===== src/rtl/core/ebse_pkg.sv =====
// ----------------------------------------------------------------------------
// ebse_pkg
// Shared widths, constants, controller states and the command/status structs
// of the erased block skip encoder.
// ----------------------------------------------------------------------------
`default_nettype none

package ebse_pkg;

	localparam int ADDR_W             = 24;
	localparam int BYTE_W             = 8;
	localparam int SKIP_W             = 10;
	localparam int BLOCK_BYTES_DEF    = 32;
	localparam int MAX_RUN_BLOCKS_DEF = 16;

	localparam logic [BYTE_W-1:0] ERASED_BYTE = 8'hFF;

	localparam logic KIND_LITERAL = 1'b0;
	localparam logic KIND_SKIP    = 1'b1;

	typedef enum logic [2:0] {
		ST_IDLE,
		ST_SKIP,
		ST_FFLIT,
		ST_LIT_RD,
		ST_LIT
	} state_t;

	typedef enum logic [1:0] {
		SEL_SKIP,
		SEL_FF,
		SEL_LIT
	} out_sel_t;

	// controller -> datapath
	typedef struct packed {
		logic     accept;    // take the offered byte
		logic     out_load;  // load the result register
		out_sel_t out_sel;
		logic     out_last;  // final result of this transaction
		logic     idx_inc;
		logic     idx_clr;
		logic     rd_en;     // read the block buffer
		logic     rd_ahead;  // read at idx + 1 instead of idx
		logic     finish;    // all results of the transaction are out
	} ctl_cmd_t;

	// datapath -> controller
	typedef struct packed {
		logic block_end;    // offered byte closes a block
		logic has_skip;     // a skip result follows it
		logic has_ff;       // a block of literal 0xFF follows it
		logic has_lit;      // the buffered block follows as literals
		logic lit_pending;  // latched has_lit of the accepted byte
		logic out_free;     // result register can take a new result
		logic idx_ff_end;
		logic idx_lit_end;
	} dp_status_t;

endpackage

`default_nettype wire


===== src/rtl/core/ebse_if.sv =====
// ----------------------------------------------------------------------------
// ebse_if
// Valid/ready channels of the encoder: image bytes in, encoded results out.
// ----------------------------------------------------------------------------
`default_nettype none

interface ebse_in_if;
	import ebse_pkg::*;

	logic              valid;
	logic              ready;
	logic [BYTE_W-1:0] in_byte;
	logic              last_byte;

	modport source (output valid, output in_byte, output last_byte, input ready);
	modport sink   (input valid, input in_byte, input last_byte, output ready);
endinterface

interface ebse_out_if;
	import ebse_pkg::*;

	logic              valid;
	logic              ready;
	logic              kind;
	logic [BYTE_W-1:0] out_byte;
	logic [SKIP_W-1:0] skip_bytes;
	logic [ADDR_W-1:0] address;
	logic              last_of_run;

	modport source (output valid, output kind, output out_byte, output skip_bytes,
		output address, output last_of_run, input ready);
	modport sink   (input valid, input kind, input out_byte, input skip_bytes,
		input address, input last_of_run, output ready);
endinterface

`default_nettype wire


===== src/rtl/core/ebse_ram.sv =====
// ----------------------------------------------------------------------------
// ebse_ram
// Generic single-write, single-read RAM with registered read data.
// ----------------------------------------------------------------------------
`default_nettype none

module ebse_ram #(
	parameter int WIDTH = 8,
	parameter int DEPTH = 32
) (
	input  wire logic                     clk,
	input  wire logic                     we,
	input  wire logic [$clog2(DEPTH)-1:0] waddr,
	input  wire logic [WIDTH-1:0]         wdata,
	input  wire logic                     re,
	input  wire logic [$clog2(DEPTH)-1:0] raddr,
	output logic      [WIDTH-1:0]         rdata_q
);

	logic [WIDTH-1:0] mem_q [DEPTH];

	always_ff @(posedge clk) begin
		if (we) begin
			mem_q[waddr] <= wdata;
		end
		// hold read data until the next read
		if (re) begin
			rdata_q <= mem_q[raddr];
		end
	end

endmodule

`default_nettype wire


===== src/rtl/core/ebse_ctrl.sv =====
// ----------------------------------------------------------------------------
// ebse_ctrl
// Sequencer: takes one byte, then walks the skip, erased-literal and literal
// phases that the byte releases before it takes the next byte.
// ----------------------------------------------------------------------------
`default_nettype none

module ebse_ctrl (
	input  wire logic                  clk,
	input  wire logic                  arst_n,
	input  wire logic                  in_valid,
	output logic                       in_ready,
	input  wire ebse_pkg::dp_status_t  status,
	output ebse_pkg::ctl_cmd_t         cmd
);
	import ebse_pkg::*;

	state_t state_q;
	state_t state_d;

	always_ff @(posedge clk or negedge arst_n) begin
		if (!arst_n) begin
			state_q <= ST_IDLE;
		end else begin
			state_q <= state_d;
		end
	end

	always_comb begin
		state_d  = state_q;
		cmd      = '0;
		cmd.out_sel = SEL_SKIP;
		in_ready = 1'b0;
		unique case (state_q)
			ST_IDLE: begin
				in_ready = 1'b1;
				if (in_valid) begin
					cmd.accept = 1'b1;
					if (status.block_end) begin
						if (status.has_skip) begin
							state_d = ST_SKIP;
						end else if (status.has_ff) begin
							state_d = ST_FFLIT;
						end else if (status.has_lit) begin
							state_d = ST_LIT_RD;
						end
					end
				end
			end
			ST_SKIP: begin
				if (status.out_free) begin
					cmd.out_load = 1'b1;
					cmd.out_sel  = SEL_SKIP;
					cmd.out_last = !status.lit_pending;
					if (status.lit_pending) begin
						state_d = ST_LIT_RD;
					end else begin
						cmd.finish = 1'b1;
						state_d    = ST_IDLE;
					end
				end
			end
			ST_FFLIT: begin
				if (status.out_free) begin
					cmd.out_load = 1'b1;
					cmd.out_sel  = SEL_FF;
					if (status.idx_ff_end) begin
						cmd.out_last = !status.lit_pending;
						cmd.idx_clr  = 1'b1;
						if (status.lit_pending) begin
							state_d = ST_LIT_RD;
						end else begin
							cmd.finish = 1'b1;
							state_d    = ST_IDLE;
						end
					end else begin
						cmd.idx_inc = 1'b1;
					end
				end
			end
			ST_LIT_RD: begin
				cmd.rd_en = 1'b1;
				state_d   = ST_LIT;
			end
			ST_LIT: begin
				if (status.out_free) begin
					cmd.out_load = 1'b1;
					cmd.out_sel  = SEL_LIT;
					if (status.idx_lit_end) begin
						cmd.out_last = 1'b1;
						cmd.finish   = 1'b1;
						state_d      = ST_IDLE;
					end else begin
						// fetch the next byte while this one goes out
						cmd.idx_inc  = 1'b1;
						cmd.rd_en    = 1'b1;
						cmd.rd_ahead = 1'b1;
					end
				end
			end
			default: begin
				state_d = ST_IDLE;
			end
		endcase
	end

endmodule

`default_nettype wire


===== src/rtl/core/ebse_dp.sv =====
// ----------------------------------------------------------------------------
// ebse_dp
// Datapath: block buffer, erased-run bookkeeping, flash offset and the
// result register.
// ----------------------------------------------------------------------------
`default_nettype none

module ebse_dp #(
	parameter int BLOCK_BYTES    = ebse_pkg::BLOCK_BYTES_DEF,
	parameter int MAX_RUN_BLOCKS = ebse_pkg::MAX_RUN_BLOCKS_DEF
) (
	input  wire logic                          clk,
	input  wire logic                          arst_n,
	input  wire logic                          cfg_we,
	input  wire logic [ebse_pkg::ADDR_W-1:0]   cfg_wdata,
	input  wire logic [ebse_pkg::BYTE_W-1:0]   in_byte,
	input  wire logic                          last_byte,
	input  wire ebse_pkg::ctl_cmd_t            cmd,
	output ebse_pkg::dp_status_t               status,
	input  wire logic                          out_ready,
	output logic                               out_valid,
	output logic                               kind,
	output logic      [ebse_pkg::BYTE_W-1:0]   out_byte,
	output logic      [ebse_pkg::SKIP_W-1:0]   skip_bytes,
	output logic      [ebse_pkg::ADDR_W-1:0]   address,
	output logic                               last_of_run
);
	import ebse_pkg::*;

	localparam int POS_W = $clog2(BLOCK_BYTES);
	localparam int CNT_W = $clog2(MAX_RUN_BLOCKS + 1);
	localparam logic [POS_W-1:0]  POS_END = POS_W'(BLOCK_BYTES - 1);
	localparam logic [CNT_W-1:0]  CNT_MAX = CNT_W'(MAX_RUN_BLOCKS);
	localparam logic [CNT_W-1:0]  CNT_ONE = CNT_W'(1);
	localparam logic [CNT_W-1:0]  CNT_TWO = CNT_W'(2);
	localparam logic [ADDR_W-1:0] BLK_LEN = ADDR_W'(BLOCK_BYTES);

	logic [ADDR_W-1:0] start_q;
	logic [POS_W-1:0]  pos_q;
	logic              all_ff_q;
	logic              first_ff_q;
	logic [CNT_W-1:0]  cnt_q;
	logic [ADDR_W-1:0] offset_q;
	logic [CNT_W-1:0]  skip_blocks_q;
	logic [POS_W-1:0]  lit_end_q;
	logic              lit_q;
	logic              last_q;
	logic [POS_W-1:0]  idx_q;
	logic              out_valid_q;
	logic              kind_q;
	logic [BYTE_W-1:0] byte_q;
	logic [SKIP_W-1:0] skip_q;
	logic [ADDR_W-1:0] addr_q;
	logic              last_q_out;

	logic              is_ff;
	logic              all_ff_n;
	logic              first_ff_n;
	logic              full;
	logic              block_end;
	logic              whole_ff;
	logic              cap;
	logic [CNT_W-1:0]  cnt_inc;
	logic [CNT_W-1:0]  cnt_next;
	logic [CNT_W-1:0]  skip_blocks_n;
	logic              has_skip;
	logic              has_ff;
	logic              has_lit;
	logic [ADDR_W-1:0] skip_total;
	logic [ADDR_W-1:0] cur_addr;
	logic [POS_W-1:0]  raddr;
	logic [BYTE_W-1:0] rdata;

	// --- plan for the offered byte ---
	always_comb begin
		is_ff      = (in_byte == ERASED_BYTE);
		all_ff_n   = all_ff_q & is_ff;
		first_ff_n = (pos_q == '0) ? is_ff : first_ff_q;
		full       = (pos_q == POS_END);
		block_end  = full | last_byte;
		whole_ff   = full & all_ff_n;
		cnt_inc    = cnt_q + CNT_ONE;
		cap        = (cnt_inc >= CNT_MAX);

		has_skip      = 1'b0;
		has_ff        = 1'b0;
		has_lit       = 1'b0;
		skip_blocks_n = cnt_q;
		cnt_next      = cnt_q;
		if (block_end) begin
			if (whole_ff) begin
				// extend the erased run; settle it at the cap or image end
				skip_blocks_n = cnt_inc;
				has_skip      = cap | (last_byte & (cnt_inc >= CNT_TWO));
				has_ff        = !cap & last_byte & (cnt_inc == CNT_ONE);
				cnt_next      = (cap | last_byte) ? '0 : cnt_inc;
			end else begin
				has_skip = (cnt_q != '0) & ((cnt_q >= CNT_TWO) | first_ff_n);
				has_ff   = (cnt_q == CNT_ONE) & !first_ff_n;
				has_lit  = 1'b1;
				cnt_next = '0;
			end
		end
	end

	assign skip_total = ADDR_W'(skip_blocks_q) * BLK_LEN;
	assign cur_addr   = start_q + offset_q;
	assign raddr      = cmd.rd_ahead ? (idx_q + POS_W'(1)) : idx_q;

	ebse_ram #(
		.WIDTH (BYTE_W),
		.DEPTH (BLOCK_BYTES)
	) u_buf (
		.clk     (clk),
		.we      (cmd.accept),
		.waddr   (pos_q),
		.wdata   (in_byte),
		.re      (cmd.rd_en),
		.raddr   (raddr),
		.rdata_q (rdata)
	);

	always_ff @(posedge clk or negedge arst_n) begin
		if (!arst_n) begin
			start_q     <= '0;
			pos_q       <= '0;
			all_ff_q    <= 1'b1;
			first_ff_q  <= 1'b0;
			cnt_q       <= '0;
			offset_q    <= '0;
			lit_q       <= 1'b0;
			last_q      <= 1'b0;
			idx_q       <= '0;
			out_valid_q <= 1'b0;
		end else begin
			if (cfg_we) begin
				start_q <= cfg_wdata;
			end

			if (cmd.accept) begin
				pos_q      <= block_end ? '0 : (pos_q + POS_W'(1));
				all_ff_q   <= block_end ? 1'b1 : all_ff_n;
				first_ff_q <= block_end ? 1'b0 : first_ff_n;
				cnt_q      <= last_byte ? '0 : cnt_next;
				lit_q      <= has_lit;
				last_q     <= last_byte;
			end

			if (cmd.accept || cmd.idx_clr) begin
				idx_q <= '0;
			end else if (cmd.idx_inc) begin
				idx_q <= idx_q + POS_W'(1);
			end

			// advance past each emitted result; drop to image start at its end
			if (cmd.finish && last_q) begin
				offset_q <= '0;
			end else if (cmd.out_load) begin
				if (cmd.out_sel == SEL_SKIP) begin
					offset_q <= offset_q + skip_total;
				end else begin
					offset_q <= offset_q + ADDR_W'(1);
				end
			end

			if (cmd.out_load) begin
				out_valid_q <= 1'b1;
			end else if (out_ready) begin
				out_valid_q <= 1'b0;
			end
		end
	end

	// payload registers
	always_ff @(posedge clk) begin
		if (cmd.accept) begin
			skip_blocks_q <= skip_blocks_n;
			lit_end_q     <= pos_q;
		end
		if (cmd.out_load) begin
			addr_q     <= cur_addr;
			last_q_out <= cmd.out_last;
			unique case (cmd.out_sel)
				SEL_SKIP: begin
					kind_q <= KIND_SKIP;
					byte_q <= '0;
					skip_q <= skip_total[SKIP_W-1:0];
				end
				SEL_FF: begin
					kind_q <= KIND_LITERAL;
					byte_q <= ERASED_BYTE;
					skip_q <= '0;
				end
				SEL_LIT: begin
					kind_q <= KIND_LITERAL;
					byte_q <= rdata;
					skip_q <= '0;
				end
				default: begin
					kind_q <= KIND_LITERAL;
					byte_q <= '0;
					skip_q <= '0;
				end
			endcase
		end
	end

	always_comb begin
		status.block_end   = block_end;
		status.has_skip    = has_skip;
		status.has_ff      = has_ff;
		status.has_lit     = has_lit;
		status.lit_pending = lit_q;
		status.out_free    = !out_valid_q | out_ready;
		status.idx_ff_end  = (idx_q == POS_END);
		status.idx_lit_end = (idx_q == lit_end_q);
	end

	assign out_valid   = out_valid_q;
	assign kind        = kind_q;
	assign out_byte    = byte_q;
	assign skip_bytes  = skip_q;
	assign address     = addr_q;
	assign last_of_run = last_q_out;

endmodule

`default_nettype wire


===== src/rtl/core/erased_block_skip_encoder_top.sv =====
// ----------------------------------------------------------------------------
// erased_block_skip_encoder_top
// A byte that does not close a block is taken while the sequencer is idle. The
// first result of a closing byte passes the state register and the result
// register (plus the buffer read when literals lead). At most one result per
// cycle passes the result register and single read port while the sink is
// ready. Reset: arst_n clears control, counters and start_address at once;
// the block buffer is not cleared and needs no clearing.
// ----------------------------------------------------------------------------
`default_nettype none

module erased_block_skip_encoder_top #(
	parameter int BLOCK_BYTES    = ebse_pkg::BLOCK_BYTES_DEF,
	parameter int MAX_RUN_BLOCKS = ebse_pkg::MAX_RUN_BLOCKS_DEF
) (
	input  wire logic                        clk,
	input  wire logic                        arst_n,
	input  wire logic                        cfg_we,
	input  wire logic [ebse_pkg::ADDR_W-1:0] cfg_wdata,
	ebse_in_if.sink                          in_ch,
	ebse_out_if.source                       out_ch
);
	import ebse_pkg::*;

	// Command and status between the sequencer and the datapath.
	ctl_cmd_t   cmd;
	dp_status_t status;
	logic       in_ready;

	// The sequencer owns the input handshake: a transaction is taken only
	// while no earlier byte still has results to release.
	ebse_ctrl u_ctrl (
		.clk      (clk),
		.arst_n   (arst_n),
		.in_valid (in_ch.valid),
		.in_ready (in_ready),
		.status   (status),
		.cmd      (cmd)
	);

	assign in_ch.ready = in_ready;

	// The datapath buffers the block, tracks the pending erased run and
	// holds each result in its output register until the sink takes it.
	ebse_dp #(
		.BLOCK_BYTES    (BLOCK_BYTES),
		.MAX_RUN_BLOCKS (MAX_RUN_BLOCKS)
	) u_dp (
		.clk         (clk),
		.arst_n      (arst_n),
		.cfg_we      (cfg_we),
		.cfg_wdata   (cfg_wdata),
		.in_byte     (in_ch.in_byte),
		.last_byte   (in_ch.last_byte),
		.cmd         (cmd),
		.status      (status),
		.out_ready   (out_ch.ready),
		.out_valid   (out_ch.valid),
		.kind        (out_ch.kind),
		.out_byte    (out_ch.out_byte),
		.skip_bytes  (out_ch.skip_bytes),
		.address     (out_ch.address),
		.last_of_run (out_ch.last_of_run)
	);

endmodule

`default_nettype wire

===== src/flat_wrapper.sv =====
// flat-port wrapper written by rule: the top's interface ports become plain ports
module erased_block_skip_encoder_top_flat import ebse_pkg::*;
#(
	parameter int BLOCK_BYTES    = ebse_pkg::BLOCK_BYTES_DEF,
	parameter int MAX_RUN_BLOCKS = ebse_pkg::MAX_RUN_BLOCKS_DEF
)
  (clk, arst_n, cfg_we, cfg_wdata, in_ch_valid, in_ch_in_byte, in_ch_last_byte, in_ch_ready, out_ch_valid, out_ch_kind, out_ch_out_byte, out_ch_skip_bytes, out_ch_address, out_ch_last_of_run, out_ch_ready);
  ebse_in_if in_ch_i ();
  ebse_out_if out_ch_i ();
  input  wire logic clk;
  input  wire logic arst_n;
  input  wire logic cfg_we;
  input  wire logic [ebse_pkg::ADDR_W-1:0] cfg_wdata;
  input wire logic [$bits(in_ch_i.valid)-1:0] in_ch_valid;
  input wire logic [$bits(in_ch_i.in_byte)-1:0] in_ch_in_byte;
  input wire logic [$bits(in_ch_i.last_byte)-1:0] in_ch_last_byte;
  output wire logic [$bits(in_ch_i.ready)-1:0] in_ch_ready;
  output wire logic [$bits(out_ch_i.valid)-1:0] out_ch_valid;
  output wire logic [$bits(out_ch_i.kind)-1:0] out_ch_kind;
  output wire logic [$bits(out_ch_i.out_byte)-1:0] out_ch_out_byte;
  output wire logic [$bits(out_ch_i.skip_bytes)-1:0] out_ch_skip_bytes;
  output wire logic [$bits(out_ch_i.address)-1:0] out_ch_address;
  output wire logic [$bits(out_ch_i.last_of_run)-1:0] out_ch_last_of_run;
  input wire logic [$bits(out_ch_i.ready)-1:0] out_ch_ready;
  assign in_ch_i.valid = in_ch_valid;
  assign in_ch_i.in_byte = in_ch_in_byte;
  assign in_ch_i.last_byte = in_ch_last_byte;
  assign in_ch_ready = in_ch_i.ready;
  assign out_ch_valid = out_ch_i.valid;
  assign out_ch_kind = out_ch_i.kind;
  assign out_ch_out_byte = out_ch_i.out_byte;
  assign out_ch_skip_bytes = out_ch_i.skip_bytes;
  assign out_ch_address = out_ch_i.address;
  assign out_ch_last_of_run = out_ch_i.last_of_run;
  assign out_ch_i.ready = out_ch_ready;
  erased_block_skip_encoder_top #(.BLOCK_BYTES(BLOCK_BYTES), .MAX_RUN_BLOCKS(MAX_RUN_BLOCKS)) u_core (.clk(clk), .arst_n(arst_n), .cfg_we(cfg_we), .cfg_wdata(cfg_wdata), .in_ch(in_ch_i), .out_ch(out_ch_i));
endmodule

===== config.mk =====
export PLATFORM = sky130hd
export DESIGN_NAME = erased_block_skip_encoder_top_flat
export DESIGN_NICKNAME = d
export VERILOG_FILES = /design/src/rtl/core/ebse_pkg.sv /design/src/rtl/core/ebse_if.sv /design/src/rtl/core/ebse_ram.sv /design/src/rtl/core/ebse_ctrl.sv /design/src/rtl/core/ebse_dp.sv /design/src/rtl/core/erased_block_skip_encoder_top.sv /design/src/flat_wrapper.sv
export SDC_FILE = /design/constraint.sdc
export NUM_CORES = 1
export LEC_CHECK = 0
export BUFFER_PORTS_ARGS = -buffer_cell sky130_fd_sc_hd__buf_2
export CAP_MARGIN = 15
export CORE_MARGIN = 3
export CORE_UTILIZATION = 50
export CTS_CLUSTER_SIZE = 20
export DETAILED_ROUTE_END_ITERATION = 10
export PLACE_DENSITY = 0.68
export SYNTH_ARGS = -nofsm -noshare
export SYNTH_HDL_FRONTEND = slang
export SYNTH_SLANG_ARGS = --single-unit

===== constraint.sdc =====
create_clock -name clk -period 3.89 [get_ports clk]
set_input_delay 0.1945 -clock clk [delete_from_list [all_inputs] [get_ports clk]]
set_output_delay 0.1945 -clock clk [all_outputs]
set_load 0.01 [all_outputs]

After elaboration in Yosys (flattened, before gate mapping)
Memories as Yosys holds them, arrays and structs flattened. A register that Yosys moved wholly into a read port is not among the register bits.
Cells that the tools add are included.
- RAM bits: 256
- output and inout bits: 46
- input bits: 38
- word-level logic and storage cells: 140
- ROM bits: 0
- register bits after elaboration: 125
- latch bits: 0
- memories kept: 1
- divide/modulo/power cells: 0
- $mul: 0
- equality and inequality tests: 20
- bitwise operators: 12
- reduce and logical (&&, ||, !) cells: 16
- shift operators: 0
- mux-type cells: 63
- $add $sub $neg: 6
- $lt $le $gt $ge: 3
- memory list (name ; words ; bits a word ; rd ports ; clocked after Yosys merged registers in ; write ports ; line ; RTL):
    u_core.u_dp.u_buf.mem_q ; 32 ; 8 ; 1 ; 1 ; 1 ; ebse_ram.sv:20 ; logic [WIDTH-1:0] mem_q [DEPTH];
- operator list (kind ; number):
    2-to-1 mux 24 bit ; 3
    2-to-1 mux 5 bit ; 11
    2-to-1 mux 3 bit ; 11
    2-to-1 mux 1 bit ; 28
    adder 24 x 1 -> 24 bit (second input constant) ; 1
    adder 24 x 10 -> 24 bit ; 1
    adder 24 bit ; 1
    case mux 8 bit (2 select lines) ; 1
    adder 5 x 1 -> 5 bit (second input constant) ; 3
    case mux 3 bit (5 select lines) ; 1
    case mux 4 bit (3 select lines) ; 1
    equality test 5 x 1 -> 1 bit (second input constant) ; 2
    equality test 5 bit (second input constant) ; 2
    greater-or-equal comparator 5 x 2 -> 1 bit (second input constant) ; 2
    != test 2 x 1 -> 1 bit (second input constant) ; 5
    equality test 8 bit (second input constant) ; 1
    AND reduction 8 bit ; 1
    nonzero test 2 bit ; 4
    AND 1 bit ; 7
    equality test 3 x 2 -> 1 bit (second input constant) ; 2
    2-to-1 mux 6 bit ; 1
    equality test 5 bit ; 1
    greater-or-equal comparator 5 bit (second input constant) ; 1
    logical NOT 5 bit ; 1
    other kinds (18) ; 28

Logic depth before layout (Yosys ltp)
Gate-level depths: netlist of the first run.
- depth after elaboration: 12
- depth in mapped cells: 13
- mapped depth without buffers: 11

By module
Synthesis of the first run repeated with hierarchy kept, for this count alone.
- cells, all modules: 1059
- area, all modules: 16995.0 um2
- by module, submodules not included (module ; instances ; area each (um2) ; cells each ; sequential area each (um2)):
    ebse_ram ; 1 ; 10133.5 ; 417 ; 7927.6
    ebse_dp ; 1 ; 6468.7 ; 590 ; 3174.3
    ebse_ctrl ; 1 ; 392.9 ; 52 ; 75.1

Worst setup path after synthesis of the first run
No wires, ideal clock.
- path kind: register to register
- start point: register u_core.u_ctrl.state_q[2]
- end point: register u_core.u_dp.offset_q[19]
- clock period less this slack: 2.865 ns
- required time: 3.758 ns
- path buffers: 3
- cell stages (with the launch flop): 12
- data arrival time: 2.733 ns
- slack: 1.025 ns
- library setup time: 0.132 ns
- cells stage by stage: dfrtp_1 nor3b_2 nand2_1 buf_2 buf_1 buf_1 ha_1 o21ai_0 a211oi_1 nand4_1 xor2_1 nor2_1
- longest elaborated chain between the ends: 6
- elaborated cells on any way between the ends: 11
- classes of those cells: eq/ne: 3; mux: 5; reduce/logical: 3
- RTL lines (what ; line ; RTL):
    start: declaration ; ebse_ctrl.sv:18 ; state_t state_q;
    start signal: assignment ; ebse_ctrl.sv:25 ; state_q <= state_d;
    equality test 3 bit (tied with other cells) ; ebse_ctrl.sv:34 ; unique case (state_q)
    case mux 4 bit (3 select lines) ; ebse_ctrl.sv:34 ;
    logical NOT 2 bit ; ebse_dp.sv:159 ; if (cmd.out_sel == SEL_SKIP) begin
    2-to-1 mux 24 bit ; ebse_dp.sv:159 ;
    2-to-1 mux 24 bit ; ebse_dp.sv:158 ; end else if (cmd.out_load) begin
    2-to-1 mux 24 bit ; ebse_dp.sv:156 ; if (cmd.finish && last_q) begin
    end signal: assignment ; ebse_dp.sv:160 ; offset_q <= offset_q + skip_total;
    end signal: assignment ; ebse_dp.sv:162 ; offset_q <= offset_q + ADDR_W'(1);
    end: declaration ; ebse_dp.sv:43 ; logic [ADDR_W-1:0] offset_q;
Several ways; a longest one is shown, not always the timed one. The select of a mux whose other input is x is not followed.
A chain may end at the register's enable or synchronous reset.

Worst setup path in the final report of the first run
- start point: register u_core.u_dp.idx_q[3]
- end point: register u_core.u_dp.u_buf.rdata_q[0] (read register of u_core.u_dp.u_buf.mem_q), data pin
- longest elaborated chain between the ends: 5
- elaborated cells on any way between the ends: 7
- classes of those cells: add/sub: 1; eq/ne: 1; mux: 5
- RTL lines (what ; line ; RTL):
    start: declaration ; ebse_dp.sv:48 ; logic [POS_W-1:0] idx_q;
    start signal: assignment ; ebse_dp.sv:152 ; idx_q <= idx_q + POS_W'(1);
    equality test 5 bit ; ebse_dp.sv:216 ; status.idx_lit_end = (idx_q == lit_end_q);
    2-to-1 mux 2 bit ; ebse_ctrl.sv:89 ; if (status.idx_lit_end) begin
    2-to-1 mux 3 bit ; ebse_ctrl.sv:86 ; if (status.out_free) begin
    2-to-1 mux 1 bit ; ebse_ctrl.sv:34 ;
    2-to-1 mux 5 bit ; ebse_dp.sv:108 ; assign raddr = cmd.rd_ahead ? (idx_q + POS_W'(1)) : idx_q;
    end: declaration ; ebse_ram.sv:17 ; output logic [WIDTH-1:0] rdata_q
Several ways; a longest one is shown, not always the timed one.

==> results of run 1 <==
[flip-flops by register name (all words and copies together), names as in the netlist, 8 cells and up]
signal and count:
u_core.u_dp.address 24, u_core.u_dp.offset_q 24, u_core.u_dp.out_byte 8, u_core.u_dp.start_q 24, u_core.u_dp.u_buf.mem_q 256, u_core.u_dp.u_buf.rdata_q 8
[metal layers]
metal | wire length [um] | track usage [%]
met1 | 24700 | 37.8
met2 | 26900 | 41.0
met3 | 5510 | 4.65
met4 | 1990 | 9.10
met5 | 0 | 0
[final cells by class]
class	count	share of cell area (%)
tap	525	2.80
clock buffer	54	5.02
sequential	384	47.6
multi-input combinational	1291	36.9
inverter	45	0.724
timing repair buffer	197	5.91
clock inverter	22	1.09
[worst max path at each step]
stage                                        start                      endpoint  slack, ns
after floorplan           u_core.u_ctrl.state_q[2]      u_core.u_dp.offset_q[19]       1.03
after global routing          u_core.u_dp.idx_q[0]  u_core.u_dp.u_buf.rdata_q[0]       0.12
after global placement        u_core.u_dp.idx_q[3]  u_core.u_dp.u_buf.rdata_q[0]       0.43
after CTS                 u_core.u_dp.lit_end_q[1]  u_core.u_dp.u_buf.rdata_q[2]       0.37
final                         u_core.u_dp.idx_q[3]  u_core.u_dp.u_buf.rdata_q[0]       0.37
after detailed placement  u_core.u_dp.lit_end_q[1]  u_core.u_dp.u_buf.rdata_q[2]       0.40
[per-stage QoR]
stage | utilization [%] | hold WS [ns]
after floorplan | - | -0.101
after global placement | 54.2 | 0.402
after detailed placement | 54.2 | 0.415
after CTS | 58.5 | 0.120
after global routing | 58.5 | 0.172
final | 58.5 | 0.142
[logic make-up (layout without fill, tap and decap cells)]
family / count (synthesis) / after routing
buf+inv: 181 / 318
fa+ha+maj: 45 / 45
other cells: 1 / 5
mux: 128 / 128
flops: 384 / 384
xor+xnor: 53 / 53
compound gates: 452 / 452
simple gates: 608 / 608
[worst max-delay path, delay by kind of cell, from the launching register on]
family / cells / cell delay, ns
compound gates: 4 / 1.00
xor+xnor: 1 / 0.20
buf+inv: 3 / 0.81
flops: 1 / 0.48
simple gates: 3 / 0.88
[cell usage after synthesis, drive strengths merged (43+ instances only)]
library cell	number	area, sq um
nand2	193	727
mux2i	91	911
nand3	82	410
nor4	47	294
buf	70	382
edfxtp	313	9400
a21oi	104	539
o21ai	61	309
clkbuf	66	248
inv	45	169
ha	43	538
nor2	104	414
dfrtp	70	1750
[where the power goes]
| group | leakage (nW) | switching (mW) | internal, mW | total, mW |
|---|---|---|---|---|
| registers | 3.75 | 0.349 | 5.16 | 5.51 |
| logic | 4.30 | 4.60 | 2.58 | 7.18 |
| clock network | 0.692 | 1.61 | 2.53 | 4.14 |
| total | 8.74 | 6.56 | 10.3 | 16.8 |
[placed cells by master (no fill, tap or decap), types with 30 or more instances in the layout]
cell,instances
sky130_fd_sc_hd__o21ai_0,58
sky130_fd_sc_hd__nand2_1,191
sky130_fd_sc_hd__o211ai_1,37
sky130_fd_sc_hd__a211oi_1,34
sky130_fd_sc_hd__dfrtp_1,69
sky130_fd_sc_hd__buf_4,91
sky130_fd_sc_hd__ha_1,43
sky130_fd_sc_hd__nor2_1,102
sky130_fd_sc_hd__mux2_2,36
sky130_fd_sc_hd__inv_1,43
sky130_fd_sc_hd__a21oi_1,101
sky130_fd_sc_hd__nor3_1,30
sky130_fd_sc_hd__nand3_1,81
sky130_fd_sc_hd__buf_2,77
sky130_fd_sc_hd__edfxtp_1,313
sky130_fd_sc_hd__clkbuf_16,45
sky130_fd_sc_hd__nand4_1,42
sky130_fd_sc_hd__nor4_1,47
sky130_fd_sc_hd__mux2i_1,91
==> results.txt, run 1 <==
Setup repair after global routing left no endpoint under its margin. The worst setup path is captured at a flop. STA classifies the critical path startpoint as a flop. The total routing usage reported by global routing came out at between 20% and 30%. The die is 209 um tall. The worst hold path was traced through 5 stages. In the final layout, the multi-input gates occupy slightly below 0.009 sq mm.

The post-synthesis adder-cell area fraction is 2.81%. The number of standard-cell rows in the floorplan came out at 73. The number of max-capacitance violations reported is 0.

The startpoint of the most critical register-to-register path is u_core.u_dp.idx_q[3]. The reg-to-reg setup timing slack came out at between 0.3 and 0.4 ns. At the end of the flow, the number of nets in the layout was about 2000. Post-CTS timing repair inserted 0 buffers for setup.

The total grt overflow came out at 0. The detailed router finished its first iteration with roughly 2100 violations. Clock tree synthesis inserted a total of 42 buffers. The mean instance size in the synthesized netlist came out at around 11 sq um. For this run, the leading register cell type out of synthesis is sky130_fd_sc_hd__edfxtp_1.

The post-route non-filler standard cell count came out at between 2000 and 3000. Clock-pin slew was measured on the worst setup and hold paths at roughly 0.06 ns. The critical path data arrival time is roughly 4.0 ns. The number of H-tree levels is 2.

The achievable frequency came out at 284 MHz. The count of instances resized after the clock tree is built is 0. The final design instance area without fill came out at around 0.023 sq mm. Traced cell by cell, the critical path runs through xnor2_1 -> and3_4 -> buf_4 -> nor2_1 -> buf_4 -> a221oi_1 -> o211ai_1 -> a31oi_1 -> a2111oi_0 -> buf_4 -> and4bb_1. The relative max-transition margin came out at between 30 and 40%.

The flow ran to the end, and the final reports show no timing, DRC or antenna violations. The critical path is of the reg -> reg type. The share of synthesized area occupied by flip-flops and latches came out at between 50% and 60%. Counting flops with a built-in enable in the synthesized netlist gives roughly 310. In this run the cell area of the synthesized design comes to between 0.02 and 0.025 sq mm. The mux share of post-synthesis cell area is between 6 and 7%.

The core area came out at roughly 0.040 sq mm. The highest ir drop seen on vdd is roughly 430 uV. The initial utilization of the core area, before any placement, comes to roughly half.

Once routing completed, OpenROAD measured the worst setup slack at approximately 0.37 ns. The design draws around 17 mW. The root buffer cell is sky130_fd_sc_hd__clkbuf_16. The total of fill cells in the finished design is 3268.

The pin count of the biggest net entering global routing is 94. The insertion delay to the later sink of the worst-skew pair is about 0.56 ns. The compound-cell area share of the yosys netlist came out at between 15 and 20%. The final total negative setup slack is 0 ns.

Counting every sink on the clock net gives 384. In the routed layout, each cell is associated on average with a via count of 6.41. The most numerous cell type found on the critical path is sky130_fd_sc_hd__buf_4. The simple logic cell fraction of the synthesized area came out at 14.8%. The final clock skew is a little over 0.009 ns. For this block, the via count after detailed routing is about 16000. The top-level port count came out at 84. The max-slew violation count is 0. The hold violation total from the final report is 0. The worst hold path class is in -> reg.

The quantity of I/O buffers inserted on ports came out at just under 80. The number of instances in the synthesized netlist came out at 1852. The largest family of logic cells by synthesized area is compound AO/OA/AOI/OAI gates.

Before antenna repair, the detailed router went through 7 iterations. Detailed placement ended at an HPWL of around 39 mm. The worst-case reg-to-reg path depth came out at 11.

The register area came out at ~0.011 sq mm. The first global-routing pass estimated roughly 90 mm of wire. The worst hold path begins at in_ch_valid. Dividing the detail-routed wire length by the instance count gives about 23 um. The setup slack after placement is between 0.4 and 0.5 ns. The endpoint identified for the worst register-to-register timing path is u_core.u_dp.u_buf.rdata_q[0]. For hold timing, the worst endpoint is u_core.u_dp.pos_q[4]. The area share of xor/xnor cells in the synthesized design came out at roughly 2.4%. The area growth from synthesis to final layout is 14.1%. The total placed cells including tap cells came out at 2416. The CTS tree is yes. The leakage power of the design came out at around 8.7 nW. The count of nets left with antenna violations once routing finished came out at 0. The async set-reset flop share out of synthesis is 18.5%. The worst-path maximum fanout is 39. The share of final-layout standard cells stronger than drive strength 1 is 15.0%. The number of antenna diodes is 0. The die footprint is ~0.044 sq mm. The via count of the first global-routing pass is 15400. The clock tree buffer depth came out at 3. The post-synthesis register bit count is 384. The quantity of hold-fixing buffers added after cts came out at 26. Routability-driven placement finished with a final weighted congestion of approximately 0.95. The portion of the clock cycle consumed by the worst path in the final layout came out at roughly 90%. Among all stages on the critical path, the largest delay is contributed by sky130_fd_sc_hd__dfrtp_1. For the pin with the worst max-slew slack, the measured transition is ~0.96 ns. The total of endpoints with negative setup slack in the final report came out at 0. For this run, the number of Yosys warnings is 0. The maximum single-stage delay on the critical path is approximately 0.48 ns. The worst endpoint required time came out at about 4.3 ns. The initial antenna violation count came out at 0. The wire length reported by the detailed router is between 50 and 60 mm. The number of distinct library cells after synthesis came out at approximately 90. The final critical path time including I/O delays and setup is 3.52 ns. The floorplan die width is approximately 210 um. The DRC violation count after routing is 0. The placement-stage cell area came out at roughly 0.022 sq mm. In this run the power density over the cells is a little over 700 mW/mm^2.
No activity file was read; power rests on OpenSTA's default activity.
==> run 2: changes to the inputs <==
--- a/config.mk
+++ b/config.mk
@@ -14,4 +14,5 @@
 export PLACE_DENSITY = 0.68
 export SYNTH_ARGS = -nofsm -noshare
 export SYNTH_HDL_FRONTEND = slang
+export SYNTH_HIERARCHICAL = 1
 export SYNTH_SLANG_ARGS = --single-unit
==> run 2 against run 1 <==
- via count shrank 42%
- die area fell by 17%
- clock-buffer cell count down 5
- maximum frequency up 1.0%
==> results.txt, run 2 <==
The run finished with clean final reports. TritonCTS created between 40 and 50 clock buffers. For this design, the slowest cell found on the critical path is sky130_fd_sc_hd__mux4_2. In the synthesized netlist the dominant register cell turns out to be sky130_fd_sc_hd__edfxtp_1.

For this run, the total global-route usage over all layers was measured as between 20% and 30%. The maximum single-stage delay on the critical path came out at between 0.5 and 0.6 ns. The final critical path time including I/O delays and setup came out at 3.49 ns.

The area growth from synthesis to final layout is 15.0%. The mean instance size in the synthesized netlist is approximately 16 sq um. The die outline height is 190 um. The critical path data arrival time is roughly 3.8 ns.

The floorplan die width is 190 um. Using the TritonRoute via totals, the vias-per-cell ratio works out to around 5.6. The setup slack after placement is between 0.4 and 0.5 ns. The via count of the first global-routing pass came out at around 9600. The sum of internal, switching and leakage power is roughly 13 mW. The pin count of the biggest net entering global routing is 72. Clock tree synthesis selected as its root buffer the cell sky130_fd_sc_hd__clkbuf_16. The top cell types in the final layout, fill and taps aside, are sky130_fd_sc_hd__edfxtp_1, sky130_fd_sc_hd__mux4_2, sky130_fd_sc_hd__buf_2. The reported net switching power is 4.13 mW. Input and output buffers added on the ports amount to between 70 and 80. The share of synthesized area occupied by flip-flops and latches came out at 65.8%. The cell type with the highest occurrence count on the critical path is sky130_fd_sc_hd__mux4_2.

The clock transition at the registers of the reported paths came out at roughly 0.060 ns. The internal power of the cells totals between 9 and 10 mW. The hold slack came out at between 0.1 and 0.15 ns.

The final total negative setup slack came out at 0 ns. The sequential share of power came out at about two fifths. The fraction of power consumed by combinational cells is roughly a third.

The register area is ~0.011 sq mm. In this run the biggest area consumer among cell types represents a little under three fifths of the synthesized area. The post-detailed-route count of antenna-violating nets came out at 0. The number of distinct library cells after synthesis came out at 73.

The post-synthesis register bit count is between 300 and 400. The total placed cells including tap cells came out at between 1500 and 2000. STA classifies the critical path endpoint as a flop. The number of violations reported at the end of detailed-routing iteration 0 came out at approximately 760. For this run the aggregate overflow at the end of global routing stands at 0. TritonCTS built the clock tree. Walking the worst path, the cells encountered are xnor2_1 -> nand3_1 -> nor3_1 -> nor3_2 -> buf_4 -> xor2_4 -> buf_12 -> mux4_2 -> mux4_2 -> mux2_2. The placement-stage cell area came out at about 0.018 sq mm. The number of enable-type register cells in the synthesized netlist came out at 313. For the final database, setup skew stands at 0.0162 ns. The clock reaches the later pin of the worst-skew pair after 0.55 ns. The async set-reset flop share out of synthesis is 18.5%. In this run the power density over the cells is 685 mW/mm^2. The sort of element at the start of the critical path is a flop.

The die footprint came out at 0.0362 sq mm. The worst-path maximum fanout came out at 25. The initial antenna violation count came out at 0. The number of clock sinks is approximately 380. The final cell utilization of the core is between 50% and 60%. The achievable frequency came out at roughly 290 MHz. The number of H-tree levels is 2. The actual slew at the worst max-slew pin is ~1.2 ns. The wire length reported by the detailed router is around 36 mm.

The worst setup margin is roughly 0.40 ns. The clock tree buffer depth is 3. The critical path contains buffers and inverters numbering 2 combined.

Leaving out fill and tap cells, the most frequent cell in the layout is sky130_fd_sc_hd__edfxtp_1. By area the synthesized netlist is led by sky130_fd_sc_hd__edfxtp_1, sky130_fd_sc_hd__mux4_2, sky130_fd_sc_hd__dfrtp_1. After clock tree synthesis, the setup repair step added 0 buffers. The top-level port count is 84. The vias after detailed routing came out at 9398. The congestion estimate from routability-driven global placement came to around 0.80. The routed wirelength normalized by instance count came out at around 21 um.

The max-slew violation count came out at 0. The switching part of the total power is between 30% and 40%. The total of endpoints with negative setup slack in the final report came out at 0.

The count of instances resized after the clock tree is built came out at 0. The number of warning messages in the yosys log is 6. The portion of the clock cycle consumed by the worst path in the final layout came out at around 90%.

Summed over all nets, the half-perimeter wirelength after detailed placement is approximately 23 mm. The wire length of the first global-routing pass is about 56 mm. Counting flops per register, the top entry is u_core/u_dp/u_buf/mem_q. Of all cell types, the one taking the most synthesized area is sky130_fd_sc_hd__edfxtp_1. The post-route netlist has between 20% and 30% of its cells at a drive strength greater than 1. The total area of multi-input combinational cells came out at 0.00547 sq mm. The total of fill cells in the finished design came out at 2500. Hold repair after CTS inserted 26 buffers.

The highest ir drop seen on vdd came out at 353 uV. The number of antenna diodes is 0. The initial utilization of the core area, before any placement, comes to between 50% and 60%. The hold violation total from the final report is 0.

The most common cell in the synthesized netlist is sky130_fd_sc_hd__edfxtp_1. The clock network power share is 27.2%. After detailed routing, the number of remaining DRC violations is 0.

The worst hold path belongs to the class in -> reg. Setup repair after global routing left no endpoint under its margin. The number of instances in the synthesized netlist came out at between 1000 and 1500. The leakage power of the design is between 6 and 7 nW.

The top cell family by delay on the critical path is multiplexers. The region available for standard cell placement spans between 0.03 and 0.04 sq mm. The relative max-transition margin is approximately 23%.

The summed instance area of the synthesized netlist is approximately 0.017 sq mm. Sorting the synthesized cells by how often they occur yields sky130_fd_sc_hd__edfxtp_1, sky130_fd_sc_hd__mux4_2, sky130_fd_sc_hd__dfrtp_1. The worst endpoint required time came out at ~4.2 ns. The net count reported at finish came out at ~1300. For this run, the detailed router's first-pass iteration total came to 5. The final design instance area without fill is 0.0196 sq mm.

The post-route non-filler standard cell count came out at 1667. The number of standard-cell rows in the floorplan came out at 66. The critical path is of the reg -> reg type.

The flip-flop count of the largest register, all copies and words added is 256. Max-cap violations in this run came to 0.
## run 2: changes by cell type after synthesis, moves of 30 or more
cell,delta
sky130_fd_sc_hd__a211oi_1,-32
sky130_fd_sc_hd__clkbuf_1,-39
sky130_fd_sc_hd__mux4_2,+80
sky130_fd_sc_hd__o211ai_1,-34
sky130_fd_sc_hd__mux2i_1,-88
sky130_fd_sc_hd__nand4_1,-30
sky130_fd_sc_hd__nand3_1,-59
sky130_fd_sc_hd__nor2_1,-33
sky130_fd_sc_hd__nand2_1,-148
sky130_fd_sc_hd__nor4_1,-41
sky130_fd_sc_hd__a21oi_1,-57
sky130_fd_sc_hd__buf_2,-32
## run 2: worst paths after layout
check	endpoint	cells after the start	slack, ns	start
min in group asynchronous	u_core/u_dp/start_q[19]	2	0.30	arst_n
max	u_core/u_dp/u_buf/rdata_q[2]	10	0.40	u_core/u_dp/idx_q[1]
max reg2reg	u_core/u_dp/u_buf/rdata_q[2]	10	0.40	u_core/u_dp/idx_q[1]
max in group asynchronous	u_core/u_dp/cnt_q[0]	2	2.92	arst_n
min reg2reg	u_core/u_dp/all_ff_q	2	0.46	u_core/u_dp/all_ff_q
min	u_core/u_ctrl/state_q[0]	4	0.11	in_ch_valid
## run 2: power by group through the flow
stage	Combinational, mW	Clock (mW)	Sequential [mW]
after floorplan	3.09	0	5.57
after global placement	4.18	0	5.57
after detailed placement	4.26	0	5.58
after CTS	4.30	3.72	5.50
after global routing	4.67	3.90	5.56
final	4.25	3.64	5.49
## run 2: layout make-up
type	instances	share of cell area, %
sequential	384	57.2
timing repair buffer	142	5.06
inverter	28	0.538
tap	442	2.83
clock buffer	49	5.40
multi-input combinational	597	28.0
clock inverter	25	1.02
## run 2: kinds of logic (layout without fill, tap and decap cells)
| kind of cell | after synthesis | in the layout | synth area share [%] |
|---|---|---|---|
| muxes | 121 | 121 | 13.3 |
| DFF | 384 | 384 | 65.8 |
| xor gates and xnor gates | 54 | 54 | 2.78 |
| other | 1 | 5 | 0.0221 |
| adders and majority gates | 43 | 43 | 3.25 |
| buffers and inverters | 82 | 244 | 2.30 |
| AOI/OAI and AO/OA | 136 | 136 | 5.48 |
| and+or+nand+nor | 238 | 238 | 7.10 |
## run 2: per-layer routing
metal | routed length, um | up-vias | GRT usage (%)
li1 | - | 4361 | -
met1 | 15300 | 4696 | 27.4
met2 | 17200 | 275 | 32.9
met3 | 2050 | 66 | 3.71
met4 | 1030 | 0 | 6.97
met5 | 0 | - | 0
## run 2: tightest hold or removal path: stages
cell                      delay, ns
sky130_fd_sc_hd__buf_2         0.11
sky130_fd_sc_hd__o311a_1       0.12
sky130_fd_sc_hd__o21ai_1       0.12
sky130_fd_sc_hd__a21oi_1       0.07
==> run 3: changes to the inputs <==
--- a/config.mk
+++ b/config.mk
@@ -11,7 +11,7 @@
 export CORE_UTILIZATION = 50
 export CTS_CLUSTER_SIZE = 20
 export DETAILED_ROUTE_END_ITERATION = 10
-export PLACE_DENSITY = 0.68
+export PLACE_DENSITY = 0.67
 export SYNTH_ARGS = -nofsm -noshare
 export SYNTH_HDL_FRONTEND = slang
 export SYNTH_HIERARCHICAL = 1
==> run 3 against run 2 <==
- clock skew grew 0.0017 ns
- clock power is essentially flat
- die area is the same
- power grew 0.22%
- sequential share of layout area shrank 0.17 points
- hold slack lost 0.0062 ns
- critical path type unchanged
- combinational power grew 2%
- highest routed layer unchanged
- first-iteration DRC count grew 17%
- worst setup slack lost 0.15 ns
- sequential power is essentially flat
- critical path depth shrank 1
- cell count grew 0.66%
==> results.txt, run 3 (synthesized netlist as in run 2, its figures left out) <==
The flow ran to the end, and the final reports show no timing, DRC or antenna violations. The wire length of the first global-routing pass is about 57 mm. The post-detailed-route count of antenna-violating nets came out at 0. The clock tree buffer depth is 3. At the pin with the least slew margin, the transition time is roughly 1.0 ns. Entering global routing, the biggest net connects 72 pins. After floorplanning, the core was divided into between 60 and 70 placement rows. The number of H-tree levels is 2. The floorplan die width is around 190 um. The relative max-transition margin came out at between 30% and 40%. The share of final-layout standard cells stronger than drive strength 1 is 26.5%. For this run, the number of standard cells in the final layout without fillers is 1678. The core area came out at approximately 0.033 sq mm. The setup slack after placement came out at ~0.24 ns.

With fillers left out, the area of the finished cells amounts to 0.0196 sq mm. The total of endpoints with negative setup slack in the final report came out at 0. The routed wirelength normalized by instance count is 21.7 um. The highest ir drop seen on vdd came out at a little over 400 uV. The endpoint identified for the worst register-to-register timing path is u_core/u_dp/u_buf/rdata_q[5]. The worst setup path is of the reg -> reg kind.

The die footprint came out at around 0.036 sq mm. Global routing used between 20% and 30% of the available tracks across all layers. The worst-case reg-to-reg path depth came out at 9. The critical path data arrival time came out at between 3 and 4 ns.

The initial core utilization is 51.5%. Ranked by flip-flop count, first place goes to u_core/u_dp/u_buf/mem_q. The net count reported at finish is 1284. The library cell used most frequently in the layout, excluding fill and tap cells, is sky130_fd_sc_hd__edfxtp_1. The initial antenna violation count is 0. The number of violations reported at the end of detailed-routing iteration 0 came out at just under 900. In this run, CTS created clock tree buffers numbering 42.

The vias after detailed routing came out at about 9600. The register with the most flip-flops in the layout has 256 of them. The insertion delay to the later sink of the worst-skew pair is roughly 0.55 ns. The worst setup margin is roughly 0.26 ns.

The reg-to-reg setup timing slack is between 0.2 and 0.3 ns. For this run, the top clock speed supported by timing is ~280 MHz. The quantity of I/O buffers inserted on ports is slightly below 80. STA classifies the critical path endpoint as a flop.

The final critical path time including I/O delays and setup came out at ~3.6 ns. The startpoint of the most critical register-to-register path is u_core/u_dp/idx_q[2]. The path class of the tightest hold or removal check is in -> reg.

The most critical setup path has its endpoint at u_core/u_dp/u_buf/rdata_q[5]. The sort of element at the start of the critical path is a flop. The DRC violation count after routing came out at 0. The first detailed-routing pass ran for 8 iterations.

The library cells used most frequently in the layout, excluding fill and tap cells, are sky130_fd_sc_hd__edfxtp_1, sky130_fd_sc_hd__mux4_2, sky130_fd_sc_hd__buf_2. The tightest hold path in the finished design has a slack of 0.0990 ns. The total grt overflow is 0. The number of antenna diodes in the final layout is 0. The number of max-capacitance violations reported is 0. 84 I/O pins were placed. The count of instances resized after the clock tree is built is 0. Setup repair after global routing left no endpoint under its margin. The wire length reported by the detailed router is between 30 and 40 mm. TritonCTS built the clock tree. Once placement completed, the tool counted placed cells totaling between 1500 and 2000. The portion of the clock cycle consumed by the worst path in the final layout is 93.4%. The final total negative setup slack came out at 0 ns. The leakage power of the design is around 7 nW. The total of fill cells in the finished design came out at between 2000 and 2500.

At the worst endpoint, the required time is about 4.2 ns. The worst-path maximum fanout is 29. After detailed routing, the number of vias per cell comes to approximately 5.7. The number of clock sinks came out at between 300 and 400. Tracing the worst setup path back leads to its startpoint at u_core/u_dp/idx_q[2]. The via count of the first global-routing pass came out at slightly below 10000. The power density over the cells came out at just under 700 mW/mm^2. The max-slew violation count is 0. Clock-pin slew was measured on the worst setup and hold paths at 0.06 ns. CTS placed an instance of sky130_fd_sc_hd__clkbuf_16 at the clock tree root. The hold violation total from the final report came to 0. Routability-driven placement finished with a final weighted congestion of between 0.8 and 0.9. The area growth from synthesis to final layout is 15.4%. The die is roughly 190 um tall. Cells fill between 50% and 60% of the core in the end.

The placement-stage cell area is ~0.018 sq mm. The sum of internal, switching and leakage power came out at ~13 mW. The wire-length estimate of the detail-placed layout is about 23 mm. The final clock skew came out at between 0.015 and 0.02 ns.
## run 3: cell types whose count changed in the layout (fill, tap and decap cells not counted)
cell,delta
sky130_fd_sc_hd__clkinv_8,-1
sky130_fd_sc_hd__clkbuf_1,+3
sky130_fd_sc_hd__clkbuf_16,+1
sky130_fd_sc_hd__buf_4,+7
sky130_fd_sc_hd__clkbuf_8,+2
sky130_fd_sc_hd__clkinvlp_4,+2
sky130_fd_sc_hd__dlygate4sd3_1,+1
sky130_fd_sc_hd__clkinv_1,-2
sky130_fd_sc_hd__bufinv_16,-2
## run 3: power breakdown
group / leakage (nW) / switching [mW] / internal, mW
Combinational: 2.63 / 2.31 / 2.04
Clock: 0.616 / 1.57 / 2.04
Sequential: 3.74 / 0.311 / 5.15
## run 3: how the worst min path moves through the flow
stage | from | endpoint | depth (start not counted)
6_report | in_ch_in_byte[0] | u_core/u_dp/all_ff_q | 5
5_1_grt | in_ch_in_byte[0] | u_core/u_dp/all_ff_q | 5
4_1_cts | in_ch_valid | u_core/u_ctrl/state_q[0] | 4
3_5_place_dp | arst_n | u_core/u_dp/start_q[15] | 1
3_3_place_gp | arst_n | u_core/u_dp/start_q[15] | 1
2_1_floorplan | arst_n | u_core/u_ctrl/state_q[0] | 0
## run 3: area by class of cell
class | instances | area [sq um] | area share (%)
Sequential cell | 384 | 11200 | 57.0
Multi-Input combinational cell | 597 | 5470 | 27.9
Clock buffer | 55 | 1120 | 5.71
Timing Repair Buffer | 150 | 1050 | 5.36
Tap cell | 442 | 553 | 2.82
Clock inverter | 22 | 131 | 0.670
Inverter | 28 | 105 | 0.536
## run 3: critical path, stage by stage (launching register included)
cell and delay, ns:
sky130_fd_sc_hd__dfrtp_1 0.48, sky130_fd_sc_hd__xor2_1 0.19, sky130_fd_sc_hd__nor3_1 0.09, sky130_fd_sc_hd__nor3_2 0.54, sky130_fd_sc_hd__xor2_4 0.20, sky130_fd_sc_hd__buf_12 0.26, sky130_fd_sc_hd__buf_4 0.26, sky130_fd_sc_hd__mux4_2 0.52
sky130_fd_sc_hd__mux4_2 0.52, sky130_fd_sc_hd__mux2_2 0.28
## run 3: layer usage
| metal | track usage (%) | share of wire [%] |
|---|---|---|
| met1 | 29.0 | 42 |
| met2 | 33.8 | 49 |
| met3 | 3.97 | 6.9 |
| met4 | 5.08 | 2.0 |
| met5 | 0 | 0 |
## run 3: timing repair
item                                    in CTS  in global routing
endpoints found under the setup margin       0                  0
hold buffers                                27                  0
buffers inserted                             0                  0
endpoints found under the hold margin       96                  0
